`src/design/tfn_pkg.sv`:
```
`timescale 1ns / 1ps
// ----------------------------------------------------------------------------
// tfn_pkg
// shared constants, stage types and sideband structs of the face normal block
// ----------------------------------------------------------------------------
package tfn_pkg;

  localparam int CoordFracBits = 16;
  // shift-count offset from the leading-one position to the q32.16 length exponent
  localparam int LenBias       = 15 + 2 * CoordFracBits;

  localparam int CoordW    = 32;
  localparam int DiffW     = 33;
  localparam int ProdW     = 66;
  localparam int MagW      = 65;
  localparam int BlenW     = 7;
  localparam int ExpW      = 9;
  localparam int MantW     = 31;
  localparam int SqW       = 62;

  localparam int SqrtStages = 32;
  localparam int RadW       = 64;
  localparam int RootW      = 32;
  localparam int SqRemW     = 35;

  localparam int DivStages = 34;
  localparam int DivDW     = 64;
  localparam int DivRemW   = 49;
  localparam int DivorW    = 48;
  localparam int QW        = 34;

  localparam int LenW      = 48;
  localparam int NormW     = 32;
  localparam logic [LenW-1:0]  LenMax  = {LenW{1'b1}};
  localparam logic [NormW-1:0] OneQ30  = 32'h4000_0000;
  localparam logic [LenW-1:0]  TwoQ16  = 48'h2_0000;

  typedef struct packed {
    logic [SqRemW-1:0] rem;
    logic [RootW-1:0]  root;
    logic [RadW-1:0]   rad;
  } sqrt_st_t;

  typedef struct packed {
    logic [DivRemW-1:0] rem;
    logic [QW-1:0]      dd;
    logic [DivorW-1:0]  divisor;
    logic [QW-1:0]      quo;
  } div_st_t;

  // travels alongside the square root
  typedef struct packed {
    logic [MantW-1:0]       m0;
    logic [MantW-1:0]       m1;
    logic [MantW-1:0]       m2;
    logic [2:0]             neg;
    logic                   zero;
    logic signed [ExpW-1:0] t;
  } front_sb_t;

  // travels alongside the dividers
  typedef struct packed {
    logic [2:0] neg;
    logic       degen;
    logic       len_zero;
  } div_sb_t;

endpackage

```
`src/design/tfn_sqrt_stage.sv`:
```
`timescale 1ns / 1ps
// ----------------------------------------------------------------------------
// tfn_sqrt_stage
// one registered root digit of the integer square root
// ----------------------------------------------------------------------------
module tfn_sqrt_stage (
  input  logic              clk_i,
  input  logic              rst_ni,
  input  logic              valid_i,
  input  tfn_pkg::sqrt_st_t st_i,
  output logic              valid_o,
  output tfn_pkg::sqrt_st_t st_o
);

  logic [tfn_pkg::SqRemW-1:0] rem2;
  logic [tfn_pkg::SqRemW-1:0] trial;
  logic                       ge;
  tfn_pkg::sqrt_st_t          st_d;
  tfn_pkg::sqrt_st_t          st_q;
  logic                       valid_q;

  always_comb begin
    rem2  = {st_i.rem[tfn_pkg::SqRemW-3:0], st_i.rad[tfn_pkg::RadW-1 -: 2]};
    trial = {1'b0, st_i.root, 2'b01};
    ge    = (rem2 >= trial);
    st_d.rem  = ge ? (rem2 - trial) : rem2;
    st_d.root = {st_i.root[tfn_pkg::RootW-2:0], ge};
    st_d.rad  = {st_i.rad[tfn_pkg::RadW-3:0], 2'b00};
  end

  always_ff @(posedge clk_i or negedge rst_ni) begin
    if (!rst_ni) begin
      valid_q <= 1'b0;
    end else begin
      valid_q <= valid_i;
    end
  end

  always_ff @(posedge clk_i) begin
    st_q <= st_d;
  end

  assign valid_o = valid_q;
  assign st_o    = st_q;

endmodule

```
`config.mk`:
```
export PLATFORM = sky130hd
export DESIGN_NAME = tfn_sqrt_stage
export DESIGN_NICKNAME = d
export VERILOG_FILES = /design/src/design/tfn_pkg.sv /design/src/design/tfn_sqrt_stage.sv
export SDC_FILE = /design/constraint.sdc
export NUM_CORES = 1
export LEC_CHECK = 0
export ABC_CLOCK_PERIOD_IN_PS = 800
export BUFFER_PORTS_ARGS = -buffer_cell sky130_fd_sc_hd__buf_2
export CAP_MARGIN = 25
export CORE_ASPECT_RATIO = 0.8
export CORE_UTILIZATION = 39
export CTS_CLUSTER_DIAMETER = 100
export CTS_CLUSTER_SIZE = 14
export DETAILED_ROUTE_END_ITERATION = 6
export GPL_TIMING_DRIVEN = 1
export PLACE_DENSITY = 0.77
export SLEW_MARGIN = 20
export SYNTH_ARGS = -nofsm -noshare
export SYNTH_HDL_FRONTEND = slang
export SYNTH_SLANG_ARGS = --single-unit
```
`constraint.sdc`:
```
create_clock -name clk_i -period 0.8 [get_ports clk_i]
set_clock_uncertainty 0.15 [all_clocks]
set_input_delay 0.12 -clock clk_i [delete_from_list [all_inputs] [get_ports clk_i]]
set_output_delay 0.12 -clock clk_i [all_outputs]
set_load 0.03 [all_outputs]
```
==> flow_metrics.py <==
metrics = {
    "layout": {
        "design_area_mm2": 0.0110,
        "final_nets": 1188,
        "syn2layout_area_growth_pct": 118,
        "post-route-util": 0.886,
        "drive_above_1_share": 0.658,
    },
    "pwr": {
        "seqPwrFrac": 0.313,
        "p_comb_frac": 0.350,
        "power_density_mw_per_mm2": 2230,
        "switching_share": 0.365,
        "cellInternalPower_mw": 15.6,
        "p_clk_frac": 0.337,
        "p_total_mw": 24.6,
        "vdd_drop_max_mv": 1.89,
        "p_leak_nw": 5.12,
        "p_switching_mw": 8.98,
    },
    "timing": {
        "relSlewSlack": 0.362,
        "period_share": 3.94,
        "final.min_clock_period_ps": 3150,
        "tns_ps": -124140,
        "worst_slew_pin_slew_ps": 950,
        "rsz0062_at_grt": "true",
        "slew_viol_final": 0,
        "finalHoldViolCount": 22,
        "max_freq_mhz": 318,
        "setup_violations": 167,
        "holdWs_ps": -197,
        "setup_slack_ps": -2350,
    },
    "setup_path": {
        "criticalPathCategory": "in2reg",
        "critPathLaunchType": "input pin",
        "worst_setup_path_end_kind": "flop",
        "worst-path-max-fanout": 6,
        "cp.required_ps": 980,
        "arrival_ps": 3330,
    },
    "die": {
        "row_count": 36,
        "die_x_um": 129,
        "io_pins": 266,
        "initial_core_util": 0.407,
        "core_area_mm2": 0.0124,
        "dieHeight_um": 104,
        "die-area_mm2": 0.0134,
    },
    "synthesis": {
        "synthCells": 500,
        "synth_top_area_share": 0.510,
        "synth_flop_cell": "dfxtp_1",
        "ys_types": 61,
        "syn_avg_cell_area_um2": 10.1,
        "synth_area_leaders": "dfxtp_1 (51%), ha_1 (8.4%), a21oi_1 (4.5%)",
        "async_reset_ff_frac": 0.00769,
        "synth_warnings": 0,
        "ys_seq_area_frac": 0.515,
        "synth_seq_cells": 130,
        "syn_area_mm2": 0.00506,
        "synth_edf_count": 0,
        "synth_largest_area_cell": "dfxtp_1",
    },
    "clocking": {
        "clk_path_buf_depth": 2,
        "h-tree-depth": 4,
        "cts_buffers": 17,
        "clk_transition_reported_paths_ps": 80,
        "cts_hold_buf": 105,
        "cts_root_buf": "clkbuf_16",
        "clkSinkCount": 130,
        "cts_tree": "done",
    },
    "detailed_routing": {
        "drtIter0Drc": 1184,
        "wl_um": 36800,
        "viasPerCell": 6.12,
        "vias": 7373,
        "avgRoutedWirePerCell_um": 30.5,
        "route.detailed.drc": 71,
        "first_pass_iters": 7,
        "ant_nets": 0,
    },
    "job": {
        "max-cap-violations": 0,
    },
    "global_routing": {
        "grt_max_degree": 17,
        "grt_usage": 0.417,
        "grt_pass1_wl_um": 41900,
        "grt_pass1_vias": 7077,
        "antenna_found_initial": 4,
        "grt_remaining_overflow": 0,
    },
    "place": {
        "dpl.hpwl_um": 12400,
        "placed_cell_area_mm2": 0.00765,
        "routabilityCongestion": 0.866,
        "io_buffers": 261,
    },
    "run_status": {
        "violations": "design-rule violations, negative hold slack, negative setup slack",
        "status": "complete, but fails checks",
    },
    "min_path": {
        "hold_path_class": "in2reg",
    },
}
==> final timing paths <==
kind,from,endpoint,slack [ps],cells after the start
worst max-delay path,st_i[82],st_o[129],-2350,12
worst min-delay path,st_i[103],st_o[105],-200,2
max in group asynchronous,rst_ni,valid_o,470,2
min in group asynchronous,rst_ni,valid_o,-120,2
==> synthesized netlist by cell type, drive strengths merged, types with 2 or more instances <==
master / instances
a211oi: 4
a21boi: 2
a21o: 8
a21oi: 50
a311oi: 3
a31oi: 3
and3: 5
and4: 2
buf: 11
clkbuf: 2
dfxtp: 129
ha: 34
inv: 46
mux2: 11
mux2i: 3
nand2: 20
nand3: 2
nand4: 9
nor2: 45
nor2b: 4
nor3: 10
nor4: 4
o211ai: 6
o21a: 3
o21ai: 22
o21bai: 3
o31a: 3
o31ai: 2
or2: 2
or3: 4
xnor2: 21
xor2: 10
==> power by group through the flow <==
| stage | Combinational [mW] | Sequential (mW) | Clock, mW |
|---|---|---|---|
| floorplan | 2.00 | 8.73 | 0 |
| global placement | 5.37 | 7.40 | 0 |
| detailed placement | 5.44 | 7.40 | 0 |
| CTS | 7.04 | 7.55 | 7.79 |
| global route | 8.70 | 7.74 | 8.43 |
| finish | 8.60 | 7.71 | 8.28 |
==> cells in the final DEF, fill, tap and decap left out, types with 16 or more instances in the layout <==
| cell type | count |
|---|---|
| ha_1 | 16 |
| a21oi_1 | 18 |
| inv_1 | 38 |
| buf_6 | 149 |
| o21ai_0 | 17 |
| buf_2 | 121 |
| nand2_1 | 19 |
| xnor2_1 | 19 |
| buf_4 | 128 |
| dfxtp_2 | 127 |
| a21oi_2 | 27 |
| ha_4 | 16 |
| dlygate4sd3_1 | 105 |
| nor2_1 | 27 |
| clkbuf_16 | 17 |
==> routing by layer <==
metal,vias to the layer above,part of all wire,GRT usage,wire length [um]
li1,2769,-,-,-
met5,-,0.0049,0.00784,179
met1,3350,0.32,0.452,11800
met4,12,0.11,0.302,4120
met3,390,0.16,0.131,5770
met2,852,0.41,0.682,15000
==> cells by family after synthesis <==
logic type | count (synthesis) | synth area share
DFF | 130 | 0.515
AOI/OAI and AO/OA | 121 | 0.160
and+or+nand+nor | 110 | 0.104
buffers and inverters | 59 | 0.0517
adders and majority gates | 34 | 0.0841
xor gates and xnor gates | 31 | 0.0537
muxes | 14 | 0.0312
other | 1 | 0.000741
==> sequential cells by signal, indices dropped and copies added (netlist names) <==
register,flops
valid_o,1
st_o,129
==> area by class of cell <==
type	instances	area, um^2
Timing Repair Buffer	513	4470
Clock buffer	18	439
Fill cell	450	1420
Inverter	46	195
Tap cell	171	214
Multi-Input combinational cell	312	2780
Clock inverter	14	146
Sequential cell	130	2770
Antenna cell	1	2.50
==> worst max-delay path, stage by stage <==
cell and delay (ps):
buf_2 100, inv_1 260, ha_4 270, buf_4 160, a21oi_2 430, o21ai_0 440
a221o_1 500, a21oi_1 200, o21ai_0 160, a21oi_1 300, xnor2_1 120, mux2_4 270
==> through the flow <==
stage                     cells  setup slack [ps]
after global routing       1205             -2450
after floorplan             501             -1450
after global placement     1042             -1770
after detailed placement   1042             -1820
final                      1205             -2350
after CTS                  1194             -1330
==> timing repair <==
item / in CTS / in global routing
resized for setup: 457 / 63
cloned: 1 / 0
pin swaps: 3 / 15
buffers inserted: 14 / 16
endpoints found under the setup margin: 166 / 166
hold endpoints to repair: 130 / 24
Note: power is estimated with default switching activity, not from simulation.
