===== src/design/tfn_pkg.sv =====
`timescale 1ns / 1ps
// ----------------------------------------------------------------------------
// tfn_pkg
// shared constants, stage types and sideband structs of the face normal block
// ----------------------------------------------------------------------------
package tfn_pkg;

  localparam int CoordFracBits = 16;
  // shift-count offset from the leading-one position to the q32.16 length exponent
  localparam int LenBias       = 15 + 2 * CoordFracBits;

  localparam int CoordW    = 32;
  localparam int DiffW     = 33;
  localparam int ProdW     = 66;
  localparam int MagW      = 65;
  localparam int BlenW     = 7;
  localparam int ExpW      = 9;
  localparam int MantW     = 31;
  localparam int SqW       = 62;

  localparam int SqrtStages = 32;
  localparam int RadW       = 64;
  localparam int RootW      = 32;
  localparam int SqRemW     = 35;

  localparam int DivStages = 34;
  localparam int DivDW     = 64;
  localparam int DivRemW   = 49;
  localparam int DivorW    = 48;
  localparam int QW        = 34;

  localparam int LenW      = 48;
  localparam int NormW     = 32;
  localparam logic [LenW-1:0]  LenMax  = {LenW{1'b1}};
  localparam logic [NormW-1:0] OneQ30  = 32'h4000_0000;
  localparam logic [LenW-1:0]  TwoQ16  = 48'h2_0000;

  typedef struct packed {
    logic [SqRemW-1:0] rem;
    logic [RootW-1:0]  root;
    logic [RadW-1:0]   rad;
  } sqrt_st_t;

  typedef struct packed {
    logic [DivRemW-1:0] rem;
    logic [QW-1:0]      dd;
    logic [DivorW-1:0]  divisor;
    logic [QW-1:0]      quo;
  } div_st_t;

  // travels alongside the square root
  typedef struct packed {
    logic [MantW-1:0]       m0;
    logic [MantW-1:0]       m1;
    logic [MantW-1:0]       m2;
    logic [2:0]             neg;
    logic                   zero;
    logic signed [ExpW-1:0] t;
  } front_sb_t;

  // travels alongside the dividers
  typedef struct packed {
    logic [2:0] neg;
    logic       degen;
    logic       len_zero;
  } div_sb_t;

endpackage


===== src/design/tfn_post.sv =====
`timescale 1ns / 1ps
// ----------------------------------------------------------------------------
// tfn_post
// q32.16 length, threshold compare and divider operand setup
// ----------------------------------------------------------------------------
module tfn_post (
  input  logic                        clk_i,
  input  logic                        rst_ni,
  input  logic                        valid_i,
  input  logic [tfn_pkg::RootW-1:0]   root_i,
  input  tfn_pkg::front_sb_t          sb_i,
  input  logic [tfn_pkg::LenW-1:0]    min_length_i,
  output logic                        valid_o,
  output tfn_pkg::div_st_t            div_o [4],
  output tfn_pkg::div_sb_t            sb_o
);

  localparam int LW = tfn_pkg::LenW;

  logic [1:0]                 vld_q;
  logic [LW-1:0]              len_d, len_q;
  logic                       degen_q;
  logic [tfn_pkg::RootW-1:0]  root_q;
  logic [tfn_pkg::MantW-1:0]  m_q [3];
  logic [2:0]                 neg_q;
  logic [LW+tfn_pkg::RootW-1:0] wide;
  logic [tfn_pkg::ExpW-1:0]   nt;

  tfn_pkg::div_st_t div_d [4];
  tfn_pkg::div_st_t div_q [4];
  tfn_pkg::div_sb_t sb_q;
  logic [tfn_pkg::DivDW-1:0] dd [4];

  always_comb begin
    wide  = '0;
    nt    = '0;
    len_d = '0;
    if (sb_i.t >= $signed(tfn_pkg::ExpW'(LW))) begin
      len_d = tfn_pkg::LenMax;
    end else if (sb_i.t >= 0) begin
      wide  = {{LW{1'b0}}, root_i} << sb_i.t[5:0];
      len_d = (|wide[LW+tfn_pkg::RootW-1:LW]) ? tfn_pkg::LenMax : wide[LW-1:0];
    end else begin
      nt = tfn_pkg::ExpW'(-sb_i.t);
      if (nt < tfn_pkg::ExpW'(tfn_pkg::RootW)) begin
        len_d = {{(LW-tfn_pkg::RootW){1'b0}}, root_i >> nt[4:0]};
      end
    end
  end

  always_comb begin
    for (int i = 0; i < 3; i++) begin
      dd[i] = ({{(tfn_pkg::DivDW-tfn_pkg::MantW){1'b0}}, m_q[i]} << 30)
            + {{(tfn_pkg::DivDW-tfn_pkg::RootW){1'b0}}, root_q >> 1};
    end
    dd[3] = (tfn_pkg::DivDW'(1) << 33) + {{(tfn_pkg::DivDW-LW){1'b0}}, len_q >> 1};
    for (int i = 0; i < 4; i++) begin
      div_d[i].rem = {{(tfn_pkg::DivRemW-(tfn_pkg::DivDW-tfn_pkg::QW)){1'b0}},
                      dd[i][tfn_pkg::DivDW-1:tfn_pkg::QW]};
      div_d[i].dd  = dd[i][tfn_pkg::QW-1:0];
      div_d[i].quo = '0;
      div_d[i].divisor = (i == 3) ? len_q
                       : {{(tfn_pkg::DivorW-tfn_pkg::RootW){1'b0}}, root_q};
    end
  end

  always_ff @(posedge clk_i or negedge rst_ni) begin
    if (!rst_ni) begin
      vld_q <= '0;
    end else begin
      vld_q <= {vld_q[0], valid_i};
    end
  end

  always_ff @(posedge clk_i) begin
    len_q   <= len_d;
    // an all-zero cross product is degenerate even with a zero threshold
    degen_q <= sb_i.zero | (len_d < min_length_i);
    root_q  <= root_i;
    m_q[0]  <= sb_i.m0;
    m_q[1]  <= sb_i.m1;
    m_q[2]  <= sb_i.m2;
    neg_q   <= sb_i.neg;

    div_q          <= div_d;
    sb_q.neg       <= neg_q;
    sb_q.degen     <= degen_q;
    sb_q.len_zero  <= (len_q == '0);
  end

  assign valid_o = vld_q[1];
  assign div_o   = div_q;
  assign sb_o    = sb_q;

endmodule


===== config.mk =====
export PLATFORM = sky130hd
export DESIGN_NAME = tfn_post
export DESIGN_NICKNAME = d
export VERILOG_FILES = /design/src/design/tfn_pkg.sv /design/src/design/tfn_post.sv
export SDC_FILE = /design/constraint.sdc
export NUM_CORES = 1
export LEC_CHECK = 0
export ABC_AREA = 0
export ABC_CLOCK_PERIOD_IN_PS = 1920
export CAP_MARGIN = 15
export CORE_AREA = 5 5 327 329
export CTS_BUF_LIST = sky130_fd_sc_hd__clkbuf_4 sky130_fd_sc_hd__clkbuf_8 sky130_fd_sc_hd__clkbuf_16
export DETAILED_ROUTE_END_ITERATION = 6
export DIE_AREA = 0 0 332 334
export DONT_BUFFER_PORTS = 1
export PLACE_DENSITY = 0.37
export SYNTH_ARGS = -nofsm -noshare
export SYNTH_HDL_FRONTEND = slang
export SYNTH_SLANG_ARGS = --single-unit

===== constraint.sdc =====
create_clock -name clk_i -period 1.92 [get_ports clk_i]
set_input_delay 0.096 -clock clk_i [delete_from_list [all_inputs] [get_ports clk_i]]
set_output_delay 0.096 -clock clk_i [all_outputs]
set_load 0.01 [all_outputs]

==> impl_metrics.json <==
{
  "outcome": "finished with violations",
  "violations": "setup timing",
  "slew_headroom_pct": 38.8,
  "grt_start_max_net_pins": 88,
  "finalHoldViolCount": 0,
  "synth_fa_ha_area_share_pct": 3.69,
  "io_buffer_count": 0,
  "muxShareOfSynthArea_pct": 10.2,
  "path_buf_inv": 7,
  "dr.pass1.iters": 5,
  "drive_gt1_share_pct": 28.9,
  "powerDensity_mw_per_mm2": 849,
  "nFillCells": 11049,
  "cp.depth": 24,
  "cts_root_buf": "clkbuf_16",
  "r2r_cells": 9,
  "clk_latency_ns": 0.55,
  "crit_path_end": "degen_q",
  "postRouteAntennaNets": 0,
  "synth_compound_area_share_pct": 10.1,
  "cap_violations": 0,
  "synth_top_family_by_area": "buffers and inverters",
  "first_iter_violations": 696,
  "ys_seq_area_share_pct": 38.8,
  "drc": 0,
  "timing.hold.ws_ns": 0.0103,
  "max_freq_mhz": 256,
  "r2r_end": "div_o[304]",
  "core_mm2": 0.103,
  "vias": 14849,
  "rows": 118,
  "cp-startpoint": "sb_i[0]",
  "io-pin-count": 855,
  "worstPathArrival_ns": 4.40,
  "h-tree-depth": 2,
  "r2r-start": "root_q[31]",
  "avgSynthCellArea_um2": 9.57,
  "postSynthCellCount": 2022,
  "required_ns": 2.41,
  "rsz0062_at_grt": "true",
  "finalCritPeriodShare_pct": 204,
  "clk_pin_slew_ns": 0.06,
  "cp_top_family": "buffers and inverters",
  "startpoint_type": "input pin",
  "wl_mm": 77.0,
  "synthSimpleGateAreaFrac_pct": 11.1,
  "area_delta_synth_final_pct": 28.1,
  "clock-sinks": 375,
  "clk_path_buf_depth": 3,
  "final_common_cell": "dfxtp_1",
  "gp_congestion": 0.894,
  "leakagePower_nw": 10.4,
  "grt_pass1_vias": 15815,
  "cts_buffers": 40,
  "dp_hpwl_mm": 61.1,
  "die_w_um": 332,
  "clock-skew-final_ns": 0.0117,
  "synth_cell_types": 72,
  "end_kind": "flop",
  "layout_common_cells": "dfxtp_1, buf_4, conb_1",
  "async_flop_share_pct": 0.533,
  "track_usage_pct": 13.1,
  "utilization_pct": 24.0,
  "yosysWarnings": 0,
  "path_cells": "mux4_2 -> buf_4 -> mux2_2 -> buf_4 -> nor2_2 -> a32oi_1 -> a32oi_1 -> buf_4 -> nand3_2 -> buf_4 -> a32o_2 -> buf_4 -> buf_4 -> buf_4 -> nor3_4 -> o21ai_2 -> ha_1 -> nand4_1 -> nor2_1 -> and2_4 -> and2_1 -> a31oi_2 -> nand3_1 -> o21ai_1",
  "cp_max_fo": 87,
  "synth_edf_count": 0,
  "viasPerCell": 4.01,
  "r2r_slack_ns": 0.03,
  "cts_tree": "done",
  "tns_ns": -34.82,
  "critPathSlowestCell": "mux4_2",
  "die_area_mm2": 0.111,
  "peakVddDrop_mv": 0.704,
  "path_common_cell": "buf_4",
  "num-nets-final": 2532,
  "synthFlopType": "dfxtp_1",
  "post-route-min-period_ns": 3.91,
  "tightest_slew_ns": 0.915,
  "synth_seq_cells": 375,
  "synth-xor-area-share_pct": 4.84,
  "initial_core_util_pct": 18.8,
  "gr-total-overflow": 0,
  "antenna_found_initial": 8,
  "slew_violations": 0,
  "syn_area_mm2": 0.0194,
  "layout_setup_ws_ns": -1.99,
  "crit_type": "in -> reg",
  "hold_path.class": "in -> reg",
  "max_stage_delay_ns": 0.55,
  "power_mw": 21.1,
  "dieHeight_um": 334,
  "setup_violations": 49,
  "grt_pass1_wl_mm": 109,
  "routedWlPerCell_um": 20.8
}
sequential cells by signal, indices dropped and copies added (netlist names):
register and flops:
div_o 191, m_q 93, len_q 48, root_q 32, sb_o 5, neg_q 3, vld_q 2, degen_q 1
synth_stat cells, drive strengths merged, types with 9 or more instances:
library cell / count / share of area, %
buf: 494 / 19
dfxtp: 373 / 39
nand2: 124 / 2.4
nor2: 111 / 2.2
xnor2: 84 / 3.8
o21ai: 65 / 1.7
a21oi: 61 / 1.6
inv: 59 / 1.1
ha: 57 / 3.7
nand3: 56 / 1.4
mux2i: 55 / 2.8
clkbuf: 53 / 1.0
mux2: 44 / 2.6
mux4: 41 / 4.8
nand4: 36 / 1.2
and3: 24 / 0.78
a21o: 23 / 0.89
xor2: 23 / 1.0
a211oi: 22 / 0.98
nor3: 22 / 0.57
o211ai: 21 / 0.81
nor4: 15 / 0.52
o221ai: 15 / 0.68
and2: 14 / 0.45
a221oi: 12 / 0.58
and4: 10 / 0.45
a31oi: 9 / 0.29
nand2b: 9 / 0.29
o22ai: 9 / 0.29
worst register-to-register path, stage by stage, from the launching register on:
cell,delay [ns]
dfxtp_4,0.38
buf_8,0.13
ha_4,0.17
and3_4,0.19
and2_4,0.14
nand4_1,0.13
nor3_2,0.19
buf_4,0.18
nand4_1,0.11
xnor2_1,0.15
routing by layer:
layer | vias to the layer above | wire length [um] | global-route usage (%)
met5 | - | 13 | 0
met1 | 7243 | 29300 | 14.6
li1 | 6787 | - | -
met3 | 102 | 5220 | 3.01
met4 | 2 | 2600 | 4.22
met2 | 715 | 39900 | 24.5
worst min path at each step:
stage,startpoint,endpoint,slack (ns),cells past startpoint
floorplan,rst_ni,vld_q[0],-0.20,0
global placement,rst_ni,vld_q[0],-0.20,0
detailed placement,rst_ni,vld_q[0],-0.20,0
CTS,sb_i[5],len_q[40],-0.11,3
global route,sb_i[5],len_q[38],0.01,4
finish,sb_i[7],len_q[44],0.01,5
power breakdown:
group	switching [mW]	internal (mW)	total, mW
combinational	2.16	1.93	4.09
sequential	0.673	8.31	8.98
clock	3.15	4.84	7.99
total	5.99	15.1	21.1
cells by family after synthesis:
group | count (synthesis)
buf+inv | 610
flops | 375
other cells | 1
simple gates | 444
compound gates | 288
mux | 140
xor+xnor | 107
fa+ha+maj | 57
stage by stage:
step	instance area, um2	setup slack (ns)	cells
3_5_place_dp	20800	-2.59	3461
5_1_grt	24800	-2.04	3696
4_1_cts	24200	-1.83	3683
6_report	24800	-1.99	3699
3_3_place_gp	20800	-2.69	3461
2_1_floorplan	20500	-2.20	2303
layout make-up:
type | instances | area, um2 | area share, %
multi-input combinational | 1319 | 9760 | 39.4
sequential | 375 | 7530 | 30.4
timing repair buffer | 487 | 4150 | 16.8
tap | 1380 | 1730 | 6.96
clock buffer | 56 | 1170 | 4.72
inverter | 63 | 236 | 0.954
clock inverter | 16 | 216 | 0.873
antenna | 3 | 7.51 | 0.0303
timing repair:
action	CTS	global route
hold buffers	135	1
setup buffers	21	19
pin swaps	48	62
hold endpoints to repair	146	7
resized for setup	111	110
gates cloned	1	0
setup endpoints to repair	89	77
Power figures use the tool's default switching activity.
