**src/design/tfn_pkg.sv**
```systemverilog
`timescale 1ns / 1ps
// ----------------------------------------------------------------------------
// tfn_pkg
// shared constants, stage types and sideband structs of the face normal block
// ----------------------------------------------------------------------------
package tfn_pkg;

  localparam int CoordFracBits = 16;
  // shift-count offset from the leading-one position to the q32.16 length exponent
  localparam int LenBias       = 15 + 2 * CoordFracBits;

  localparam int CoordW    = 32;
  localparam int DiffW     = 33;
  localparam int ProdW     = 66;
  localparam int MagW      = 65;
  localparam int BlenW     = 7;
  localparam int ExpW      = 9;
  localparam int MantW     = 31;
  localparam int SqW       = 62;

  localparam int SqrtStages = 32;
  localparam int RadW       = 64;
  localparam int RootW      = 32;
  localparam int SqRemW     = 35;

  localparam int DivStages = 34;
  localparam int DivDW     = 64;
  localparam int DivRemW   = 49;
  localparam int DivorW    = 48;
  localparam int QW        = 34;

  localparam int LenW      = 48;
  localparam int NormW     = 32;
  localparam logic [LenW-1:0]  LenMax  = {LenW{1'b1}};
  localparam logic [NormW-1:0] OneQ30  = 32'h4000_0000;
  localparam logic [LenW-1:0]  TwoQ16  = 48'h2_0000;

  typedef struct packed {
    logic [SqRemW-1:0] rem;
    logic [RootW-1:0]  root;
    logic [RadW-1:0]   rad;
  } sqrt_st_t;

  typedef struct packed {
    logic [DivRemW-1:0] rem;
    logic [QW-1:0]      dd;
    logic [DivorW-1:0]  divisor;
    logic [QW-1:0]      quo;
  } div_st_t;

  // travels alongside the square root
  typedef struct packed {
    logic [MantW-1:0]       m0;
    logic [MantW-1:0]       m1;
    logic [MantW-1:0]       m2;
    logic [2:0]             neg;
    logic                   zero;
    logic signed [ExpW-1:0] t;
  } front_sb_t;

  // travels alongside the dividers
  typedef struct packed {
    logic [2:0] neg;
    logic       degen;
    logic       len_zero;
  } div_sb_t;

endpackage

```
**src/design/tfn_div_stage.sv**
```systemverilog
`timescale 1ns / 1ps
// ----------------------------------------------------------------------------
// tfn_div_stage
// one registered quotient bit of a restoring divider
// ----------------------------------------------------------------------------
module tfn_div_stage (
  input  logic             clk_i,
  input  logic             rst_ni,
  input  logic             valid_i,
  input  tfn_pkg::div_st_t st_i,
  output logic             valid_o,
  output tfn_pkg::div_st_t st_o
);

  logic [tfn_pkg::DivRemW-1:0] rem2;
  logic [tfn_pkg::DivRemW-1:0] dvs;
  logic                        ge;
  tfn_pkg::div_st_t            st_d;
  tfn_pkg::div_st_t            st_q;
  logic                        valid_q;

  always_comb begin
    rem2 = {st_i.rem[tfn_pkg::DivRemW-2:0], st_i.dd[tfn_pkg::QW-1]};
    dvs  = {1'b0, st_i.divisor};
    ge   = (rem2 >= dvs);
    st_d.rem     = ge ? (rem2 - dvs) : rem2;
    st_d.dd      = {st_i.dd[tfn_pkg::QW-2:0], 1'b0};
    st_d.divisor = st_i.divisor;
    st_d.quo     = {st_i.quo[tfn_pkg::QW-2:0], ge};
  end

  always_ff @(posedge clk_i or negedge rst_ni) begin
    if (!rst_ni) begin
      valid_q <= 1'b0;
    end else begin
      valid_q <= valid_i;
    end
  end

  always_ff @(posedge clk_i) begin
    st_q <= st_d;
  end

  assign valid_o = valid_q;
  assign st_o    = st_q;

endmodule

```
**config.mk**
```make
export PLATFORM = sky130hd
export DESIGN_NAME = tfn_div_stage
export DESIGN_NICKNAME = d
export VERILOG_FILES = /design/src/design/tfn_pkg.sv /design/src/design/tfn_div_stage.sv
export SDC_FILE = /design/constraint.sdc
export NUM_CORES = 1
export LEC_CHECK = 0
export BUFFER_PORTS_ARGS = -buffer_cell sky130_fd_sc_hd__buf_4
export CORE_MARGIN = 3
export CORE_UTILIZATION = 45
export DETAILED_ROUTE_END_ITERATION = 10
export GPL_ROUTABILITY_DRIVEN = 1
export PLACE_DENSITY = 0.85
export SLEW_MARGIN = 20
export SYNTH_ARGS = -nofsm -noshare
export SYNTH_HDL_FRONTEND = slang
export SYNTH_SLANG_ARGS = --single-unit
export TNS_END_PERCENT = 30
```
**constraint.sdc**
```tcl
create_clock -name clk_i -period 1 [get_ports clk_i]
set_input_delay 0.1 -clock clk_i [delete_from_list [all_inputs] [get_ports clk_i]]
set_output_delay 0.1 -clock clk_i [all_outputs]
set_load 0.05 [all_outputs]
```
==> results of run 1 <==
-- stage by stage --
| step | hold WS (ns) | utilization | area [um2] |
|---|---|---|---|
| 4_1_cts | 0.000828 | 0.972 | 15500 |
| 2_1_floorplan | -0.196 | - | 7470 |
| 3_5_place_dp | -0.118 | 0.720 | 11500 |
| 3_3_place_gp | -0.115 | 0.720 | 11500 |
-- cell usage after synthesis, types with 6 or more instances --
cell	count	area (um2)
sky130_fd_sc_hd__nand2_1	42	158
sky130_fd_sc_hd__and3_1	12	75.1
sky130_fd_sc_hd__ha_1	48	601
sky130_fd_sc_hd__a21boi_0	7	52.6
sky130_fd_sc_hd__dfxtp_1	164	3280
sky130_fd_sc_hd__clkbuf_1	19	71.3
sky130_fd_sc_hd__xor2_1	15	131
sky130_fd_sc_hd__nor2_1	30	113
sky130_fd_sc_hd__o211ai_1	10	75.1
sky130_fd_sc_hd__a21oi_1	49	245
sky130_fd_sc_hd__mux2_4	38	571
sky130_fd_sc_hd__o21bai_1	10	75.1
sky130_fd_sc_hd__o21ai_0	26	130
sky130_fd_sc_hd__o21a_1	7	52.6
sky130_fd_sc_hd__nor2b_1	6	37.5
sky130_fd_sc_hd__inv_1	61	229
sky130_fd_sc_hd__nand3_1	9	45.0
sky130_fd_sc_hd__xnor2_1	22	193
sky130_fd_sc_hd__nor3_1	6	30.0
sky130_fd_sc_hd__a21o_1	35	263
sky130_fd_sc_hd__nand4_1	14	87.6
-- logic make-up after synthesis --
kind of cell             Yosys count  synth area share
flip-flops                       165             0.450
XOR/XNOR                          37            0.0440
adder cells (fa/ha/maj)           49            0.0844
AND/OR/NAND/NOR                  147             0.102
AO/OA/AOI/OAI                    184             0.180
other                              1          0.000510
buffers and inverters             87            0.0558
multiplexers                      42            0.0832
-- what timing repair did --
item,4_1_cts
resized for setup,484
cloned,3
endpoints found under the hold margin,154
buffers inserted,33
pin swaps,71
endpoints found under the setup margin,215
hold buffers,154
==> results.sh, run 1 <==
export IMPL_outcome="aborted with a tool error"
export IMPL_flow_stopped_at="5_1_grt"
export IMPL_flow_first_error="[ERROR DPL-0038] Utilization greater than 100%, impossible to legalize"
export IMPL_cts_max_path_buffers=2
export IMPL_initial_core_util=0.461
export IMPL_mappedNetlistArea_um2=7360
export IMPL_ports=334
export IMPL_grt_start_max_net_pins=19
export IMPL_die_width_um=134
export IMPL_worst_endpoint_kind="register input"
export IMPL_dp_worst_setup_slack_ns=-2.09
export IMPL_syn_mean_instance_area_um2=10.3
export IMPL_cts_buffers_inserted=17
export IMPL_syn_instance_count=712
export IMPL_synth_cell_type_count=69
export IMPL_cts_root_buffer_cell="sky130_fd_sc_hd__clkbuf_16"
export IMPL_ys_warnings_count=0
export IMPL_gp_routability_congestion=0.889
export IMPL_synth_edf_count=0
export IMPL_chipHeight_um=134
export IMPL_core_rowCount=46
export IMPL_io_buffer_count=330
export IMPL_synth_net_count=929
export IMPL_dominantRegCellSynth="sky130_fd_sc_hd__dfxtp_1"
export IMPL_post_dp_hpwl_mm=21.3
export IMPL_maximum_level_of_the_cts_h_tree=4
export IMPL_worstEndpointGrtRepair="st_o[130]$_DFF_P_/D"
export IMPL_place_inst=1421
export IMPL_synth_yosys_seq_area_share=0.450
export IMPL_synth_ff_latch_count=165
export IMPL_async_sr_flop_fraction=0.00606
export IMPL_cts_sink_count=165
==> inputs of run 2 (changes only) <==
--- a/config.mk
+++ b/config.mk
@@ -7,10 +7,10 @@
 export LEC_CHECK = 0
 export BUFFER_PORTS_ARGS = -buffer_cell sky130_fd_sc_hd__buf_4
 export CORE_MARGIN = 3
-export CORE_UTILIZATION = 45
+export CORE_UTILIZATION = 30
 export DETAILED_ROUTE_END_ITERATION = 10
 export GPL_ROUTABILITY_DRIVEN = 1
-export PLACE_DENSITY = 0.85
+export PLACE_DENSITY_LB_ADDON = 0.15
 export SLEW_MARGIN = 20
 export SYNTH_ARGS = -nofsm -noshare
 export SYNTH_HDL_FRONTEND = slang
==> run 2 against run 1 <==
Compared with the run above: the flow now finishes, with violations (negative setup slack); area after synthesis unchanged; synthesized cell count unchanged.
==> results.sh, run 2 <==
export IMPL_synth_top_cells_by_area="sky130_fd_sc_hd__dfxtp_1 (45%), sky130_fd_sc_hd__ha_1 (8.2%), sky130_fd_sc_hd__mux2_4 (7.8%)"
export IMPL_syn_instance_count=712
export IMPL_relSlewSlack=0.635
export IMPL_grt_use_met3=0.0679
export IMPL_final_worst_hold_slack_ns=0.0328
export IMPL_setup_slack_ns=-1.29
export IMPL_commonest_non_fill_non_tap_cell_in_the_layout="sky130_fd_sc_hd__buf_4"
export IMPL_syn_mean_instance_area_um2=10.3
export IMPL_top_area_cell_type_share_of_the_netlist_area=0.446
export IMPL_place_inst=1534
export IMPL_timing_final_hold_violations=0
export IMPL_critPathCaptureType="register"
export IMPL_critPathMaxStageDelay_ns=0.30
export IMPL_synth_top_cell_by_area="sky130_fd_sc_hd__dfxtp_1"
export IMPL_worst_pin_slew_ns=0.540
export IMPL_detail_route_first_pass_iterations=4
export IMPL_worstPathArrival_ns=2.61
export IMPL_synth_net_count=929
export IMPL_grt_overflow=0
export IMPL_postLayoutCellArea_um2=15900
export IMPL_critPathMostFrequentCell="sky130_fd_sc_hd__o31ai_4"
export IMPL_crit_path_start_kind="input pin"
export IMPL_multiInputGateArea_um2=4100
export IMPL_dominantRegCellSynth="sky130_fd_sc_hd__dfxtp_1"
export IMPL_post_dp_hpwl_mm=21.3
export IMPL_first_global_vias=8590
export IMPL_slew_violations=0
export IMPL_async_sr_flop_fraction=0.00606
export IMPL_cp_slowest_cell="sky130_fd_sc_hd__o31ai_4"
export IMPL_die_width_um=163
export IMPL_via_count=7824
export IMPL_synth_common_cells="sky130_fd_sc_hd__dfxtp_1 (164), sky130_fd_sc_hd__inv_1 (61), sky130_fd_sc_hd__a21oi_1 (49)"
export IMPL_clkSlewWorstSetupHoldPaths_ns=0.07
export IMPL_cts_max_path_buffers=2
export IMPL_maximum_level_of_the_cts_h_tree=4
export IMPL_dr_first_iter_drc_count=279
export IMPL_floorplan_die_area_um2=26400
export IMPL_tns_ns=-64.49
export IMPL_num_antenna_cells=0
export IMPL_grt_start_max_net_pins=21
export IMPL_period_needed_ns=2.29
export IMPL_drv_cap=0
export IMPL_grt_use_total=0.224
export IMPL_drtAntennaViolNets=0
export IMPL_totalWireLength_mm=30.2
export IMPL_grt_first_pass_wirelength_mm=46.2
export IMPL_grt_setup_unrepaired="yes"
export IMPL_cp_top_family="compound AO/OA/AOI/OAI gates"
export IMPL_synth_yosys_seq_area_share=0.450
export IMPL_cp_depth=13
export IMPL_critPathKind="input pin to register"
export IMPL_io_buffer_count=330
export IMPL_outcome="complete, but fails checks"
export IMPL_hp_class="input pin to register"
export IMPL_ports=334
export IMPL_cts_tree="yes"
export IMPL_cts_root_buffer_cell="sky130_fd_sc_hd__clkbuf_16"
export IMPL_groute_layer_met1_usage=0.247
export IMPL_core_rowCount=56
export IMPL_ys_warnings_count=0
export IMPL_chipHeight_um=163
export IMPL_gp_routability_congestion=0.849
export IMPL_globalRouteMet2Util=0.410
export IMPL_startpoint="st_i[116]"
export IMPL_cts_sink_count=165
export IMPL_wire_length_per_cell_after_detailed_routing_um=17.3
export IMPL_fp_coreArea_um2=23800
export IMPL_filler_cell_count=1833
export IMPL_synth_cell_type_count=69
export IMPL_grt_busiest_layer="met2"
export IMPL_power_ir_vdd_worst_uv=1100
export IMPL_cts_buffers_inserted=17
export IMPL_nNetsFinal=1631
export IMPL_cp_data_required_time_ns=1.32
export IMPL_mappedNetlistArea_um2=7360
export IMPL_final_instance_count_excl_fill=1746
export IMPL_placement_cell_area_um2=11700
export IMPL_synth_edf_count=0
export IMPL_p_per_area_nw_per_um2=1570
export IMPL_synth_ff_latch_count=165
export IMPL_layout_common_cells="sky130_fd_sc_hd__buf_4 (366), sky130_fd_sc_hd__dfxtp_2 (163), sky130_fd_sc_hd__dlygate4sd3_1 (161)"
export IMPL_initial_core_util=0.310
export IMPL_largest_register_ff_count=164
export IMPL_path_max_fanout=8
export IMPL_layout_worst_path_cycle_share=2.29
export IMPL_layout_drive_gt1_share=0.604
export IMPL_power_leakage_nw=7.55
export IMPL_route_detailed_vias_per_inst=4.48
export IMPL_timing_final_setup_violations=201
export IMPL_timing_fmax_ghz=0.437
export IMPL_library_cell_with_the_highest_instance_count_after_synthesis="sky130_fd_sc_hd__dfxtp_1"
export IMPL_synth_to_layout_area_growth_pct=116
export IMPL_area_taken_by_flip_flops_and_latches_um2=3510
export IMPL_design_power_total_mw=24.9
export IMPL_drc_errors=0
export IMPL_worstSetupEndpoint="st_o[145]$_DFF_P_"
export IMPL_failed_checks="negative setup slack"
export IMPL_worstPathBufferInverterCount=3
export IMPL_antenna_found_initial=0
export IMPL_ordered_list_of_cells_on_the_worst_path="buf_8, ha_4, nor2b_4, o31a_1, o31ai_4, o221ai_4, a41oi_4, o31ai_4, a21oi_4, o21a_4, clkinv_8, buf_12, mux2_4"
==> run 2: cell counts after synthesis <==
No cell type changed its count.
==> run 2: power by group <==
group | switching, mW | internal (mW) | total (mW)
Combinational | 4.96 | 5.02 | 9.97
Sequential | 0.449 | 7.39 | 7.84
Clock | 3.41 | 3.70 | 7.11
==> run 2: how the worst min path moves through the flow <==
| stage | start | end | slack (ns) | cells past startpoint |
|---|---|---|---|---|
| 2_1_floorplan | rst_ni | valid_o$_DFF_PN0_ | -0.20 | 0 |
| 3_3_place_gp | rst_ni | valid_o$_DFF_PN0_ | -0.12 | 1 |
| 3_5_place_dp | rst_ni | valid_o$_DFF_PN0_ | -0.12 | 1 |
| 4_1_cts | st_i[159] | st_o[160]$_DFF_P_ | 0.005 | 4 |
| 5_1_grt | st_i[158] | st_o[159]$_DFF_P_ | 0.04 | 4 |
| 6_report | st_i[159] | st_o[160]$_DFF_P_ | 0.03 | 4 |
==> run 2: kinds of logic after synthesis <==
| logic type | share of synthesized area |
|---|---|
| adders and majority gates | 0.0844 |
| DFF | 0.450 |
| other | 0.000510 |
| and+or+nand+nor | 0.102 |
| AOI/OAI and AO/OA | 0.180 |
| muxes | 0.0832 |
| xor gates and xnor gates | 0.0440 |
| buffers and inverters | 0.0558 |
==> run 2: tightest hold or removal path: cells and delay by family <==
family	cells	cell delay, ns
AOI/OAI and AO/OA	2	0.15
buffers and inverters	2	0.19
==> run 2: routing by layer <==
| layer | wire length [um] | vias to the layer above |
|---|---|---|
| met4 | 760 | 0 |
| met2 | 15400 | 250 |
| met1 | 11700 | 3628 |
| met5 | 0 | - |
| li1 | - | 3907 |
| met3 | 2380 | 39 |
==> run 2: per-stage QoR <==
stage / util / setup WS, ns
3_3_place_gp: 0.492 / -1.96
5_1_grt: 0.670 / -1.37
2_1_floorplan: - / -1.72
3_5_place_dp: 0.492 / -2.08
6_report: 0.670 / -1.29
4_1_cts: 0.660 / -1.36
==> run 2: layout make-up <==
cell class                 instances  share of cell area
timing repair buffer             708               0.440
sequential                       165               0.221
inverter                          62              0.0159
multi-input combinational        460               0.257
clock buffer                      17              0.0267
clock inverter                    15              0.0138
tap                              319              0.0251
==> run 2: repair_timing <==
item | 4_1_cts | 5_1_grt
hold buffers | 161 | 0
buffers inserted | 17 | 5
gates cloned | 2 | 0
pin swaps | 26 | 24
endpoints found under the hold margin | 160 | 0
resized for setup | 520 | 55
setup endpoints to repair | 215 | 215
(Power assumes the default switching activity.)
==> inputs of run 3 (changes only) <==
--- a/config.mk
+++ b/config.mk
@@ -6,7 +6,6 @@
 export NUM_CORES = 1
 export LEC_CHECK = 0
 export BUFFER_PORTS_ARGS = -buffer_cell sky130_fd_sc_hd__buf_4
-export CORE_MARGIN = 3
 export CORE_UTILIZATION = 30
 export DETAILED_ROUTE_END_ITERATION = 10
 export GPL_ROUTABILITY_DRIVEN = 1
@@ -15,4 +14,3 @@
 export SYNTH_ARGS = -nofsm -noshare
 export SYNTH_HDL_FRONTEND = slang
 export SYNTH_SLANG_ARGS = --single-unit
-export TNS_END_PERCENT = 30
==> run 3 against run 2 <==
Compared with the run above: the run still ends with negative setup slack left; cell count shrank 0.11%; sequential power is essentially flat; cell area shrank 0.42%; critical path depth is the same; largest cell class unchanged; largest power group unchanged; highest routed layer unchanged.
==> results.sh, run 3 (same netlist as run 2, synthesis figures left out) <==
export IMPL_cts_max_path_buffers=2
export IMPL_cp_data_required_time_ns=1.32
export IMPL_placement_cell_area_um2=11700
export IMPL_fp_coreArea_um2=23800
export IMPL_layout_worst_path_cycle_share=2.37
export IMPL_die_width_um=159
export IMPL_grt_overflow=0
export IMPL_multiInputGateArea_um2=4030
export IMPL_core_rowCount=56
export IMPL_post_dp_hpwl_mm=20.2
export IMPL_path_max_fanout=3
export IMPL_final_instance_count_excl_fill=1744
export IMPL_drtAntennaViolNets=0
export IMPL_cts_buffers_inserted=17
export IMPL_worst_pin_slew_ns=0.575
export IMPL_slew_violations=0
export IMPL_worstPathArrival_ns=2.69
export IMPL_place_inst=1534
export IMPL_initial_core_util=0.310
export IMPL_wire_length_per_cell_after_detailed_routing_um=16.9
export IMPL_timing_final_hold_violations=0
export IMPL_tns_ns=-66.89
export IMPL_hold_depth=4
export IMPL_commonest_non_fill_non_tap_cell_in_the_layout="sky130_fd_sc_hd__buf_4"
export IMPL_postLayoutCoreUtil=0.667
export IMPL_hp_class="input pin to register"
export IMPL_design_power_total_mw=24.6
export IMPL_dp_worst_setup_slack_ns=-2.11
export IMPL_io_buffer_count=330
export IMPL_cts_root_buffer_cell="sky130_fd_sc_hd__clkbuf_16"
export IMPL_layout_common_cells="sky130_fd_sc_hd__buf_4 (362), sky130_fd_sc_hd__dfxtp_2 (161), sky130_fd_sc_hd__dlygate4sd3_1 (159)"
export IMPL_grt_start_max_net_pins=20
export IMPL_final_worst_hold_slack_ns=0.0361
export IMPL_area_taken_by_flip_flops_and_latches_um2=3520
export IMPL_antenna_found_initial=0
export IMPL_period_needed_ns=2.37
export IMPL_failed_checks="negative setup slack"
export IMPL_drv_cap=0
export IMPL_setup_slack_ns=-1.37
export IMPL_num_antenna_cells=0
export IMPL_timing_final_setup_violations=177
export IMPL_grt_use_total=0.227
export IMPL_totalWireLength_mm=29.5
export IMPL_largest_register_ff_count=164
export IMPL_grt_setup_unrepaired="yes"
export IMPL_gp_routability_congestion=0.858
export IMPL_detail_route_first_pass_iterations=4
export IMPL_timing_fmax_ghz=0.421
export IMPL_maximum_level_of_the_cts_h_tree=4
export IMPL_floorplan_die_area_um2=25200
export IMPL_outcome="complete, but fails checks"
export IMPL_nNetsFinal=1629
export IMPL_filler_cell_count=1818
export IMPL_via_count=7816
export IMPL_critPathKind="input pin to register"
export IMPL_cts_sink_count=165
export IMPL_dr_first_iter_drc_count=286
export IMPL_clkSlewWorstSetupHoldPaths_ns=0.08
export IMPL_cts_tree="yes"
export IMPL_ports=334
export IMPL_relSlewSlack=0.612
export IMPL_postLayoutCellArea_um2=15800
export IMPL_critPathCaptureType="register"
export IMPL_power_leakage_nw=7.53
export IMPL_chipHeight_um=159
export IMPL_crit_path_start_kind="input pin"
export IMPL_first_global_vias=8288
export IMPL_power_ir_vdd_worst_uv=965
export IMPL_layout_drive_gt1_share=0.604
export IMPL_synth_to_layout_area_growth_pct=115
export IMPL_drc_errors=0
export IMPL_route_detailed_vias_per_inst=4.48
export IMPL_grt_first_pass_wirelength_mm=43.1
export IMPL_p_per_area_nw_per_um2=1550
[run 3: cell count changes in the layout (fill, tap and decap cells not counted), moves of 3 or more]
cell | previous run | this run
sky130_fd_sc_hd__ha_4 | 16 | 11
sky130_fd_sc_hd__dfxtp_4 | 0 | 3
sky130_fd_sc_hd__ha_1 | 31 | 36
sky130_fd_sc_hd__buf_4 | 366 | 362
[run 3: what timing repair did]
item,in CTS,in global routing
hold endpoints to repair,158,0
resized for setup,487,83
pin swaps,30,24
endpoints found under the setup margin,215,215
cloned,2,0
hold buffers,159,0
buffers inserted,15,5
[run 3: worst max-delay path, stage by stage]
cell	delay, ns
sky130_fd_sc_hd__buf_12	0.11
sky130_fd_sc_hd__inv_12	0.04
sky130_fd_sc_hd__ha_4	0.13
sky130_fd_sc_hd__fa_2	0.24
sky130_fd_sc_hd__nor2b_4	0.05
sky130_fd_sc_hd__o31a_1	0.30
sky130_fd_sc_hd__o311ai_4	0.36
sky130_fd_sc_hd__a21boi_2	0.12
sky130_fd_sc_hd__or4_4	0.59
sky130_fd_sc_hd__and2_4	0.18
sky130_fd_sc_hd__o21ai_4	0.15
sky130_fd_sc_hd__xnor2_1	0.08
sky130_fd_sc_hd__mux2_4	0.25
[run 3: per-layer routing]
metal,routed length [um],GRT usage,up-vias
met1,11600,0.247,3640
met4,691,0.0728,0
met5,0,0,-
met2,15300,0.424,234
li1,-,-,3906
met3,1930,0.0593,36
[run 3: path summary, 6_finish.rpt]
check	startpoint	slack, ns	end
setup / recovery	st_i[115]	-1.37	st_o[156]$_DFF_P_
hold / removal	st_i[159]	0.04	st_o[160]$_DFF_P_
max in group asynchronous	rst_ni	0.82	valid_o$_DFF_PN0_
min in group asynchronous	rst_ni	0.08	valid_o$_DFF_PN0_
[run 3: layout make-up]
class / count / share of cell area
clock buffers: 17 / 0.0269
clock inverters: 15 / 0.0117
inverters: 62 / 0.0167
multi-input cells: 460 / 0.254
flip-flops and latches: 165 / 0.222
well taps: 319 / 0.0252
repair buffers: 706 / 0.443
[run 3: power by group]
group	leakage (nW)	internal (mW)	switching [mW]
Combinational	5.84	5.00	4.92
Clock	0.298	3.41	3.37
Sequential	1.40	7.40	0.469
Total	7.53	15.8	8.75
